## src/hdl/dcs_pkg.sv

```systemverilog
// ----------------------------------------------------------------------------
// dcs_pkg: shared definitions for the divisor count and sum block
// Widths, the prime table, the controller states and the command and status
// groups that pass between the controller and the datapath.
// ----------------------------------------------------------------------------
package dcs_pkg;

    localparam int VALUE_W     = 20;
    localparam int COUNT_W     = 8;
    localparam int SUM_W       = 23;
    localparam int PRIME_LIMIT = 1000;
    localparam int PRIME_COUNT = 168;

    localparam int PRIME_W   = $clog2(PRIME_LIMIT);
    localparam int PIDX_W    = $clog2(PRIME_COUNT);
    localparam int IDX_W     = $clog2(PRIME_COUNT + 1);
    localparam int MULT_W    = $clog2(VALUE_W + 1);
    localparam int TERM_W    = VALUE_W + 1;
    localparam int CNT_ACC_W = COUNT_W + 1;
    localparam int SUM_ACC_W = SUM_W + 1;
    localparam int DIV_CNT_W = $clog2(VALUE_W);

    localparam logic [COUNT_W-1:0] COUNT_MAX = '1;
    localparam logic [SUM_W-1:0]   SUM_MAX   = '1;

    // primes below the prime limit, ascending
    localparam logic [PRIME_W-1:0] PRIME_ROM [PRIME_COUNT] = '{
        10'd2,   10'd3,   10'd5,   10'd7,   10'd11,  10'd13,  10'd17,  10'd19,
        10'd23,  10'd29,  10'd31,  10'd37,  10'd41,  10'd43,  10'd47,  10'd53,
        10'd59,  10'd61,  10'd67,  10'd71,  10'd73,  10'd79,  10'd83,  10'd89,
        10'd97,  10'd101, 10'd103, 10'd107, 10'd109, 10'd113, 10'd127, 10'd131,
        10'd137, 10'd139, 10'd149, 10'd151, 10'd157, 10'd163, 10'd167, 10'd173,
        10'd179, 10'd181, 10'd191, 10'd193, 10'd197, 10'd199, 10'd211, 10'd223,
        10'd227, 10'd229, 10'd233, 10'd239, 10'd241, 10'd251, 10'd257, 10'd263,
        10'd269, 10'd271, 10'd277, 10'd281, 10'd283, 10'd293, 10'd307, 10'd311,
        10'd313, 10'd317, 10'd331, 10'd337, 10'd347, 10'd349, 10'd353, 10'd359,
        10'd367, 10'd373, 10'd379, 10'd383, 10'd389, 10'd397, 10'd401, 10'd409,
        10'd419, 10'd421, 10'd431, 10'd433, 10'd439, 10'd443, 10'd449, 10'd457,
        10'd461, 10'd463, 10'd467, 10'd479, 10'd487, 10'd491, 10'd499, 10'd503,
        10'd509, 10'd521, 10'd523, 10'd541, 10'd547, 10'd557, 10'd563, 10'd569,
        10'd571, 10'd577, 10'd587, 10'd593, 10'd599, 10'd601, 10'd607, 10'd613,
        10'd617, 10'd619, 10'd631, 10'd641, 10'd643, 10'd647, 10'd653, 10'd659,
        10'd661, 10'd673, 10'd677, 10'd683, 10'd691, 10'd701, 10'd709, 10'd719,
        10'd727, 10'd733, 10'd739, 10'd743, 10'd751, 10'd757, 10'd761, 10'd769,
        10'd773, 10'd787, 10'd797, 10'd809, 10'd811, 10'd821, 10'd823, 10'd827,
        10'd829, 10'd839, 10'd853, 10'd857, 10'd859, 10'd863, 10'd877, 10'd881,
        10'd883, 10'd887, 10'd907, 10'd911, 10'd919, 10'd929, 10'd937, 10'd941,
        10'd947, 10'd953, 10'd967, 10'd971, 10'd977, 10'd983, 10'd991, 10'd997
    };

    // past the end of the table reads as zero
    function automatic logic [PRIME_W-1:0] prime_at(input logic [IDX_W-1:0] idx);
        logic [PRIME_W-1:0] p;
        p = '0;
        if (idx < IDX_W'(PRIME_COUNT))
        begin
            p = PRIME_ROM[idx[PIDX_W-1:0]];
        end
        return p;
    endfunction

    typedef enum logic [8:0] {
        S_IDLE  = 9'b000000001,
        S_SQ    = 9'b000000010,
        S_CHECK = 9'b000000100,
        S_DIV   = 9'b000001000,
        S_HIT   = 9'b000010000,
        S_TERM  = 9'b000100000,
        S_NEXT  = 9'b001000000,
        S_TAIL  = 9'b010000000,
        S_FIN   = 9'b100000000
    } dcs_state_t;

    typedef struct packed {
        logic load;
        logic square;
        logic div_start;
        logic hit;
        logic term;
        logic next;
        logic tail;
        logic out_load;
    } dcs_cmd_t;

    typedef struct packed {
        logic stop;
        logic div_done;
        logic div_exact;
    } dcs_sts_t;

endpackage

```

## src/hdl/dcs_in_if.sv

```systemverilog
// ----------------------------------------------------------------------------
// dcs_in_if: request channel of the divisor count and sum block
// Carries one value per request with a valid and ready handshake.
// ----------------------------------------------------------------------------
interface dcs_in_if import dcs_pkg::*; ();

    logic               valid;
    logic               ready;
    logic [VALUE_W-1:0] value;

    modport source (output valid, output value, input ready);
    modport sink   (input valid, input value, output ready);

endinterface

```

## src/hdl/dcs_out_if.sv

```systemverilog
// ----------------------------------------------------------------------------
// dcs_out_if: result channel of the divisor count and sum block
// Carries the divisor count and divisor sum with a valid and ready handshake.
// ----------------------------------------------------------------------------
interface dcs_out_if import dcs_pkg::*; ();

    logic               valid;
    logic               ready;
    logic [COUNT_W-1:0] divisor_count;
    logic [SUM_W-1:0]   divisor_sum;

    modport source (output valid, output divisor_count, output divisor_sum, input ready);
    modport sink   (input valid, input divisor_count, input divisor_sum, output ready);

endinterface

```

## src/hdl/dcs_div.sv

```systemverilog
// ----------------------------------------------------------------------------
// dcs_div: serial restoring divider
// Divides the remaining cofactor by a table prime, one quotient bit a cycle,
// and pulses done with quotient and remainder held.
// ----------------------------------------------------------------------------
module dcs_div import dcs_pkg::*;
(
    input  logic               clk,
    input  logic               rst_n,
    input  logic               start,
    input  logic [VALUE_W-1:0] dividend,
    input  logic [PRIME_W-1:0] divisor,
    output logic               done,
    output logic [VALUE_W-1:0] quotient,
    output logic [PRIME_W-1:0] remainder
);

    logic                 busy_reg, busy_next;
    logic                 done_reg, done_next;
    logic [DIV_CNT_W-1:0] cnt_reg, cnt_next;
    logic [VALUE_W-1:0]   quo_reg, quo_next;
    logic [PRIME_W-1:0]   rem_reg, rem_next;
    logic [PRIME_W-1:0]   div_reg, div_next;
    logic [PRIME_W:0]     trial;
    logic [PRIME_W:0]     diff;
    logic                 fits;

    assign trial = {rem_reg, quo_reg[VALUE_W-1]};
    assign diff  = trial - {1'b0, div_reg};
    assign fits  = trial >= {1'b0, div_reg};

    always_comb
    begin
        busy_next = busy_reg;
        done_next = 1'b0;
        cnt_next  = cnt_reg;
        quo_next  = quo_reg;
        rem_next  = rem_reg;
        div_next  = div_reg;
        if (start)
        begin
            busy_next = 1'b1;
            cnt_next  = '0;
            quo_next  = dividend;
            rem_next  = '0;
            div_next  = divisor;
        end
        else if (busy_reg)
        begin
            rem_next = fits ? diff[PRIME_W-1:0] : trial[PRIME_W-1:0];
            quo_next = {quo_reg[VALUE_W-2:0], fits};
            cnt_next = cnt_reg + 1'b1;
            if (cnt_reg == DIV_CNT_W'(VALUE_W - 1))
            begin
                busy_next = 1'b0;
                done_next = 1'b1;
            end
        end
    end

    always_ff @(posedge clk or negedge rst_n)
    begin
        if (!rst_n)
        begin
            busy_reg <= 1'b0;
            done_reg <= 1'b0;
            cnt_reg  <= '0;
        end
        else
        begin
            busy_reg <= busy_next;
            done_reg <= done_next;
            cnt_reg  <= cnt_next;
        end
    end

    always_ff @(posedge clk)
    begin
        quo_reg <= quo_next;
        rem_reg <= rem_next;
        div_reg <= div_next;
    end

    assign done      = done_reg;
    assign quotient  = quo_reg;
    assign remainder = rem_reg;

`ifndef SYNTH
    a_rem_below_divisor: assert property (@(posedge clk) disable iff (!rst_n)
        done_reg |-> (rem_reg < div_reg))
        else $error("divider remainder not below divisor");
`endif

endmodule

```

## src/hdl/dcs_datapath.sv

```systemverilog
// ----------------------------------------------------------------------------
// dcs_datapath: factoring datapath
// Holds the cofactor, prime index, multiplicity, power and running count and
// sum, with the serial divider and the output registers.
// ----------------------------------------------------------------------------
module dcs_datapath import dcs_pkg::*;
(
    input  logic               clk,
    input  logic               rst_n,
    input  dcs_cmd_t           cmd,
    output dcs_sts_t           sts,
    input  logic [VALUE_W-1:0] value,
    output logic [COUNT_W-1:0] divisor_count,
    output logic [SUM_W-1:0]   divisor_sum
);

    logic [VALUE_W-1:0]   rest_reg, rest_next;
    logic [IDX_W-1:0]     idx_reg, idx_next;
    logic [PRIME_W-1:0]   p_reg, p_next;
    logic [VALUE_W-1:0]   psq_reg, psq_next;
    logic [MULT_W-1:0]    mult_reg, mult_next;
    logic [VALUE_W-1:0]   power_reg, power_next;
    logic [TERM_W-1:0]    term_reg, term_next;
    logic [CNT_ACC_W-1:0] count_reg, count_next;
    logic [SUM_ACC_W-1:0] sum_reg, sum_next;
    logic                 zero_reg, zero_next;
    logic [COUNT_W-1:0]   ocount_reg, ocount_next;
    logic [SUM_W-1:0]     osum_reg, osum_next;

    logic [PRIME_W-1:0]           rom_p;
    logic [2*PRIME_W-1:0]         rom_sq;
    logic [VALUE_W+PRIME_W-1:0]   power_prod;
    logic [CNT_ACC_W+MULT_W-1:0]  count_prod;
    logic [SUM_ACC_W+TERM_W-1:0]  sum_prod;
    logic [SUM_ACC_W+TERM_W-1:0]  tail_prod;
    logic [MULT_W-1:0]            mult_inc;
    logic [TERM_W-1:0]            rest_inc;
    logic                         div_done;
    logic [VALUE_W-1:0]           div_quo;
    logic [PRIME_W-1:0]           div_rem;

    dcs_div u_div
    (
        .clk       (clk),
        .rst_n     (rst_n),
        .start     (cmd.div_start),
        .dividend  (rest_reg),
        .divisor   (p_reg),
        .done      (div_done),
        .quotient  (div_quo),
        .remainder (div_rem)
    );

    assign rom_p      = prime_at(idx_reg);
    assign rom_sq     = rom_p * rom_p;
    assign power_prod = power_reg * p_reg;
    assign mult_inc   = mult_reg + 1'b1;
    assign count_prod = count_reg * mult_inc;
    assign sum_prod   = sum_reg * term_reg;
    assign rest_inc   = {1'b0, rest_reg} + 1'b1;
    assign tail_prod  = sum_reg * rest_inc;

    always_comb
    begin
        rest_next   = rest_reg;
        idx_next    = idx_reg;
        p_next      = p_reg;
        psq_next    = psq_reg;
        mult_next   = mult_reg;
        power_next  = power_reg;
        term_next   = term_reg;
        count_next  = count_reg;
        sum_next    = sum_reg;
        zero_next   = zero_reg;
        ocount_next = ocount_reg;
        osum_next   = osum_reg;
        if (cmd.load)
        begin
            rest_next  = value;
            idx_next   = '0;
            mult_next  = '0;
            power_next = VALUE_W'(1);
            term_next  = TERM_W'(1);
            count_next = CNT_ACC_W'(1);
            sum_next   = SUM_ACC_W'(1);
            zero_next  = (value == '0);
        end
        if (cmd.square)
        begin
            p_next   = rom_p;
            psq_next = rom_sq[VALUE_W-1:0];
        end
        if (cmd.hit)
        begin
            rest_next  = div_quo;
            mult_next  = mult_inc;
            power_next = power_prod[VALUE_W-1:0];
        end
        if (cmd.term)
        begin
            term_next = term_reg + {1'b0, power_reg};
        end
        if (cmd.next)
        begin
            if (mult_reg != '0)
            begin
                count_next = count_prod[CNT_ACC_W-1:0];
                sum_next   = sum_prod[SUM_ACC_W-1:0];
            end
            idx_next   = idx_reg + 1'b1;
            mult_next  = '0;
            power_next = VALUE_W'(1);
            term_next  = TERM_W'(1);
        end
        // a cofactor above one left over is taken as one more prime
        if (cmd.tail && (rest_reg > VALUE_W'(1)))
        begin
            count_next = {count_reg[CNT_ACC_W-2:0], 1'b0};
            sum_next   = tail_prod[SUM_ACC_W-1:0];
        end
        if (cmd.out_load)
        begin
            if (zero_reg)
            begin
                ocount_next = '0;
                osum_next   = '0;
            end
            else
            begin
                ocount_next = (count_reg > CNT_ACC_W'(COUNT_MAX)) ? COUNT_MAX
                                                                  : count_reg[COUNT_W-1:0];
                osum_next   = (sum_reg > SUM_ACC_W'(SUM_MAX)) ? SUM_MAX
                                                              : sum_reg[SUM_W-1:0];
            end
        end
    end

    always_ff @(posedge clk or negedge rst_n)
    begin
        if (!rst_n)
        begin
            idx_reg  <= '0;
            zero_reg <= 1'b0;
        end
        else
        begin
            idx_reg  <= idx_next;
            zero_reg <= zero_next;
        end
    end

    always_ff @(posedge clk)
    begin
        rest_reg   <= rest_next;
        p_reg      <= p_next;
        psq_reg    <= psq_next;
        mult_reg   <= mult_next;
        power_reg  <= power_next;
        term_reg   <= term_next;
        count_reg  <= count_next;
        sum_reg    <= sum_next;
        ocount_reg <= ocount_next;
        osum_reg   <= osum_next;
    end

    // stop at the end of the table or once p squared passes the cofactor
    assign sts.stop      = (idx_reg == IDX_W'(PRIME_COUNT)) || (psq_reg > rest_reg);
    assign sts.div_done  = div_done;
    assign sts.div_exact = (div_rem == '0);

    assign divisor_count = ocount_reg;
    assign divisor_sum   = osum_reg;

endmodule

```

## src/hdl/dcs_ctrl.sv

```systemverilog
// ----------------------------------------------------------------------------
// dcs_ctrl: sequencer for trial division
// Steps through square check, division, factor update and the final fold,
// and runs the request and result handshakes.
// ----------------------------------------------------------------------------
module dcs_ctrl import dcs_pkg::*;
(
    input  logic     clk,
    input  logic     rst_n,
    input  logic     item_valid,
    output logic     item_ready,
    output logic     result_valid,
    input  logic     result_ready,
    output dcs_cmd_t cmd,
    input  dcs_sts_t sts
);

    dcs_state_t state_reg, state_next;
    logic       out_valid_reg, out_valid_next;

    always_comb
    begin
        state_next = state_reg;
        cmd        = '0;
        item_ready = 1'b0;
        case (state_reg)
            S_IDLE:
            begin
                item_ready = 1'b1;
                if (item_valid)
                begin
                    cmd.load   = 1'b1;
                    state_next = S_SQ;
                end
            end
            S_SQ:
            begin
                cmd.square = 1'b1;
                state_next = S_CHECK;
            end
            S_CHECK:
            begin
                if (sts.stop)
                begin
                    state_next = S_TAIL;
                end
                else
                begin
                    cmd.div_start = 1'b1;
                    state_next    = S_DIV;
                end
            end
            S_DIV:
            begin
                if (sts.div_done)
                begin
                    state_next = sts.div_exact ? S_HIT : S_NEXT;
                end
            end
            S_HIT:
            begin
                cmd.hit    = 1'b1;
                state_next = S_TERM;
            end
            S_TERM:
            begin
                // divide the reduced cofactor by the same prime again
                cmd.term      = 1'b1;
                cmd.div_start = 1'b1;
                state_next    = S_DIV;
            end
            S_NEXT:
            begin
                cmd.next   = 1'b1;
                state_next = S_SQ;
            end
            S_TAIL:
            begin
                cmd.tail   = 1'b1;
                state_next = S_FIN;
            end
            S_FIN:
            begin
                if (!out_valid_reg || result_ready)
                begin
                    cmd.out_load = 1'b1;
                    state_next   = S_IDLE;
                end
            end
            default:
            begin
                state_next = S_IDLE;
            end
        endcase
    end

    always_comb
    begin
        out_valid_next = out_valid_reg;
        if (cmd.out_load)
        begin
            out_valid_next = 1'b1;
        end
        else if (result_ready)
        begin
            out_valid_next = 1'b0;
        end
    end

    always_ff @(posedge clk or negedge rst_n)
    begin
        if (!rst_n)
        begin
            state_reg     <= S_IDLE;
            out_valid_reg <= 1'b0;
        end
        else
        begin
            state_reg     <= state_next;
            out_valid_reg <= out_valid_next;
        end
    end

    assign result_valid = out_valid_reg;

`ifndef SYNTH
    a_load_into_free_slot: assert property (@(posedge clk) disable iff (!rst_n)
        cmd.out_load |-> (!out_valid_reg || result_ready))
        else $error("result loaded over a pending result");
    a_accept_starts_walk: assert property (@(posedge clk) disable iff (!rst_n)
        (item_valid && item_ready) |=> (state_reg == S_SQ))
        else $error("accepted request did not start the prime walk");
    a_done_while_dividing: assert property (@(posedge clk) disable iff (!rst_n)
        sts.div_done |-> (state_reg == S_DIV))
        else $error("divider finished outside the divide state");
`endif

endmodule

```

## src/hdl/divisor_count_and_sum.sv

```systemverilog
// ----------------------------------------------------------------------------
// divisor_count_and_sum: divisor count and divisor sum of one integer
// Factors each value by trial division over the primes below 1000 and
// returns the number and the sum of its divisors.
// ----------------------------------------------------------------------------
// One value is handled at a time. Each prime tried goes through the square
// check, a 20-step one-bit-per-cycle divide and the fold into count and sum;
// each repeated factor found adds another divide, the start and the final
// fold come on top, and the worst case walks all 168 primes. The serial
// divider sets the pace. A finished result waits in an output register, so
// the next value is taken while it is still pending. A zero input gives zero
// for both results.
module divisor_count_and_sum import dcs_pkg::*;
(
    input  logic      clk,
    input  logic      rst_n,
    dcs_in_if.sink    item,
    dcs_out_if.source result
);

    dcs_cmd_t cmd;
    dcs_sts_t sts;

    dcs_ctrl u_ctrl
    (
        .clk          (clk),
        .rst_n        (rst_n),
        .item_valid   (item.valid),
        .item_ready   (item.ready),
        .result_valid (result.valid),
        .result_ready (result.ready),
        .cmd          (cmd),
        .sts          (sts)
    );

    dcs_datapath u_datapath
    (
        .clk           (clk),
        .rst_n         (rst_n),
        .cmd           (cmd),
        .sts           (sts),
        .value         (item.value),
        .divisor_count (result.divisor_count),
        .divisor_sum   (result.divisor_sum)
    );

endmodule
```

## src/flat_wrapper.sv

```systemverilog
// flat-port wrapper written by rule: the top's interface ports become plain ports
module divisor_count_and_sum_flat import dcs_pkg::*;
  (clk, rst_n, item_valid, item_value, item_ready, result_valid, result_divisor_count, result_divisor_sum, result_ready);
  dcs_in_if item_i ();
  dcs_out_if result_i ();
  input  logic clk;
  input  logic rst_n;
  input wire logic [$bits(item_i.valid)-1:0] item_valid;
  input wire logic [$bits(item_i.value)-1:0] item_value;
  output wire logic [$bits(item_i.ready)-1:0] item_ready;
  output wire logic [$bits(result_i.valid)-1:0] result_valid;
  output wire logic [$bits(result_i.divisor_count)-1:0] result_divisor_count;
  output wire logic [$bits(result_i.divisor_sum)-1:0] result_divisor_sum;
  input wire logic [$bits(result_i.ready)-1:0] result_ready;
  assign item_i.valid = item_valid;
  assign item_i.value = item_value;
  assign item_ready = item_i.ready;
  assign result_valid = result_i.valid;
  assign result_divisor_count = result_i.divisor_count;
  assign result_divisor_sum = result_i.divisor_sum;
  assign result_i.ready = result_ready;
  divisor_count_and_sum u_core (.clk(clk), .rst_n(rst_n), .item(item_i), .result(result_i));
endmodule
```

## config.mk

```make
export PLATFORM = sky130hd
export DESIGN_NAME = divisor_count_and_sum_flat
export DESIGN_NICKNAME = d
export VERILOG_FILES = /design/src/hdl/dcs_pkg.sv /design/src/hdl/dcs_in_if.sv /design/src/hdl/dcs_out_if.sv /design/src/hdl/dcs_div.sv /design/src/hdl/dcs_datapath.sv /design/src/hdl/dcs_ctrl.sv /design/src/hdl/divisor_count_and_sum.sv /design/src/flat_wrapper.sv
export SDC_FILE = /design/constraint.sdc
export NUM_CORES = 2
export LEC_CHECK = 0
export BUFFER_PORTS_ARGS = -buffer_cell sky130_fd_sc_hd__buf_2
export CORE_MARGIN = 3
export CORE_UTILIZATION = 61
export CTS_BUF_LIST = sky130_fd_sc_hd__clkbuf_8
export DETAILED_ROUTE_END_ITERATION = 12
export GPL_TIMING_DRIVEN = 0
export PLACE_DENSITY = 0.81
export SETUP_SLACK_MARGIN = 0.02
export SYNTH_ARGS = -nofsm -noshare
export SYNTH_HDL_FRONTEND = slang
export SYNTH_SLANG_ARGS = --single-unit
```

## constraint.sdc

```tcl
create_clock -name clk -period 6.7 [get_ports clk]
set_input_delay 0.67 -clock clk [delete_from_list [all_inputs] [get_ports clk]]
set_output_delay 0.67 -clock clk [all_outputs]
set_load 0.02 [all_outputs]
```

==> results.md <==
Placement:
- Summing all placed instances gives a cell area of 39700 um2.
- The global placer's final weighted congestion is 0.995.
- The count of buffers added on input and output ports is 56.
- Once detailed placement completed, the half-perimeter wirelength came to 91600 um.

Layout:
- Fill cells in the final layout number 4662.
- The post-route netlist has 12.2% of its cells at a drive strength greater than 1.
- The register with the most flip-flops in the layout has 24 of them.
- The area of all placed cells without fillers is 42700 um2.
- The area growth from synthesis to layout is 12.3%.
- Once layout is complete, the utilization of the core stands at 69.9%.
- The final net count is 5495.

Clocking:
- The TritonCTS clock tree is done.
- The H-tree level count is 2.
- The number of buffers on the longest clock path is 3.
- CTS placed an instance of clkbuf_8 at the clock tree root.
- Clock latency on the worst-skew pair, taken at its later pin, is 0.62 ns.
- The post-CTS clock slew at the launch and capture registers of the worst setup and hold paths is 0.07 ns.
- The number of clock buffers added by TritonCTS is 43.
- Clock tree synthesis found a total of 224 sinks.

GRT:
- The via count of the first global-routing pass is 33700.
- The overall overflow remaining after global route is 0.
- The global routing usage summed across all routing layers is 37.1%.
- The wire length of the first global-routing pass is 189000 um.
- Entering global routing, the biggest net connects 32 pins.
- The number of antenna violations at the first check in global routing is 6.

Synthesis:
- The most frequently used flop master after synthesis is edfxtp_1.
- The async set or reset register ratio after synthesis is 11.6%.
- The yosys synthesis warning count is 0.
- For this run, the register share of the synthesized area comes to 15.0%.
- Synthesis produced 4368 cells.
- After synthesis the cells add up to 38000 um2.
- The total of flip-flops plus latches after synthesis is 224.
- The net count after synthesis is 5289.
- The count of flip-flops with a built-in enable after synthesis is 109.
- The average instance in the mapped netlist occupies 8.70 um2.
- The number of different library cells used by synthesis comes to 83.

Worst setup path:
- The critical path contains buffers and inverters numbering 6 combined.
- The cell with the biggest individual delay on the critical path is fa_1.
- The kind of critical path is reg -> reg.
- The maximum fanout along the worst path is 10.
- In this design, the largest share of critical-path delay is due to adder cells.
- The critical path data required time is 7.25 ns.
- By instance count, the cell type seen most on the critical path is fa_1.
- At the worst endpoint, the arrival time is 8.04 ns.
- The delay of the slowest cell on the worst path is 0.60 ns.
- The worst setup path is captured at a register.
- The element type at the critical path start is a register.

Route:
- In the routed design, unresolved DRC markers number 0.
- The first-pass iteration count of the detailed router is 8.
- The final routed wire length divided by cell count is 22.6 um.
- The routed via count is 32900.
- Wires add up to 123000 um.
- The detailed router finished its first iteration with 3764 violations.
- The residual antenna-violating net count after detailed routing is 0.
- The via density per instance is 6.05.

Timing:
- The number of hold-slack violations in the final timing report is 0.
- The final max-slew violation count is 0.
- The final cycle utilization of the critical path is 112%.
- The setup violation total in the final timing report is 16.
- The worst setup slack after layout is -0.791 ns.
- Headroom to the max-slew limit came out at 24.7%.
- After routing, the total negative slack on setup checks comes to -5.76 ns.
- The tightest hold margin is 0.0840 ns.
- The highest achievable clock rate is 133 MHz.
- The smallest clock period supported by the final layout is computed as 7.49 ns.
- At the pin with the least slew margin, the transition time is 1.12 ns.
- The setup skew after layout is 0.0613 ns.
- Setup repair after global routing could not meet its margin everywhere.

Status:
- The final reports fail on negative setup slack.
- The run finished, with violations left.

Die:
- The die is 256 um tall.
- The die is 256 um wide.
- The effective utilization at floorplan is 62.3%.
- Pin placement for this block handled 57 I/O pins.
- The floorplan has 90 rows.
- After floorplanning, the core was sized to cover 61000 um2.
- The die covers 65400 um2.

Job:
- The max capacitance violation total is 0.

Power and ir drop:
- The total leakage power is 20.2 nW.
- The maximum resistive drop on vdd is 0.140 mV.
- For this design the ratio of total power to cell area is 145 nW/um2.
- Overall power consumption after layout is estimated at 6.19 mW.

Min path:
- The path class of the tightest hold or removal check is in -> async.
area by class of cell:
type	count	area (um2)	share of cell area (%)
antenna	4	10.0	0.0234
buffer	214	1150	2.68
clock buffer	52	716	1.68
clock inverter	27	185	0.434
inverter	746	2820	6.61
multi-input combinational	3175	29800	69.9
sequential	224	5720	13.4
tap	828	1040	2.43
timing repair buffer	170	1230	2.88
path summary, 6_finish.rpt:
check | from | to | slack [ns] | depth (start not counted)
min in group clk | item_value[4] | u_core.u_datapath.rest_reg[4] | 0.39 | 3
worst min-delay path | rst_n | u_core.u_ctrl.state_reg[1] | 0.08 | 1
worst max register to register | u_core.u_datapath.rest_reg[0] | u_core.u_datapath.sum_reg[22] | -0.79 | 26
worst min register to register | u_core.u_datapath.power_reg[8] | u_core.u_datapath.power_reg[8] | 0.51 | 2
worst max-delay path | u_core.u_datapath.rest_reg[0] | u_core.u_datapath.sum_reg[22] | -0.79 | 26
max in group asynchronous | rst_n | u_core.u_datapath.idx_reg[0] | 6.09 | 1
synth_stat cells, drive strengths merged (18+ instances only):
library cell / instances / area [um2]
dfrtp: 25 / 626
nand2: 553 / 2080
edfxtp: 109 / 3270
o211ai: 18 / 140
nand3: 84 / 420
and2: 336 / 2110
nor3: 47 / 245
a21oi: 158 / 795
clkbuf: 206 / 777
nor2: 250 / 938
fa: 589 / 11800
nor2b: 108 / 676
mux2: 22 / 248
a31oi: 40 / 250
a211oi: 27 / 203
o21a: 21 / 158
xor2: 56 / 490
dfxtp: 89 / 1780
nand2b: 39 / 244
xnor2: 150 / 1310
nand4: 19 / 125
inv: 743 / 2790
a21o: 42 / 315
o21ai: 105 / 526
ha: 308 / 3850
per-layer routing:
metal	share of wire [%]	routed length, um	up-vias	track usage, %
met5	0.031	38	-	0
met4	7.9	9720	6	23.5
met3	11	14100	627	9.32
met2	45	54700	2068	58.2
met1	36	44300	16100	46.1
li1	-	-	14200	-
cell families after synthesis:
family	synth area share, %
buffers and inverters	9.64
AO/OA/AOI/OAI	8.65
multiplexers	1.18
XOR/XNOR	4.93
adder cells (fa/ha/maj)	41.2
AND/OR/NAND/NOR	19.4
flip-flops	15.0
placed cells by master, fill, tap and decap left out, drive strengths merged, types with 27 or more instances in the layout:
cell    Yosys  routed
inv       743     754
fa        589     589
nand2     553     553
and2      336     336
ha        308     308
nor2      250     250
clkbuf    206     233
buf        17     203
a21oi     158     158
xnor2     150     150
edfxtp    109     109
nor2b     108     108
o21ai     105     105
dfxtp      89      89
nand3      84      84
xor2       56      56
nor3       47      47
a21o       42      42
a31oi      40      40
nand2b     39      39
a211oi     27      27
through the flow:
stage	setup WS [ns]	cells
floorplan	-0.104	4368
global placement	-1.45	5252
detailed placement	-1.50	5256
CTS	-0.602	5406
global route	-0.898	5438
finish	-0.791	5440
power breakdown:
part	total (mW)	leakage, nW	switching [mW]	internal, mW
sequential	1.88	2.08	0.204	1.67
clock	1.46	0.512	0.671	0.789
combinational	2.85	17.6	1.73	1.13
repair_timing:
item                       CTS  global route
pin swaps                   83            69
gates resized for setup    236           135
setup endpoints to repair   26            23
buffers inserted            76            39
cloned                       0             0
hold buffers                 0             0
Note: power is estimated with default switching activity, not from simulation.
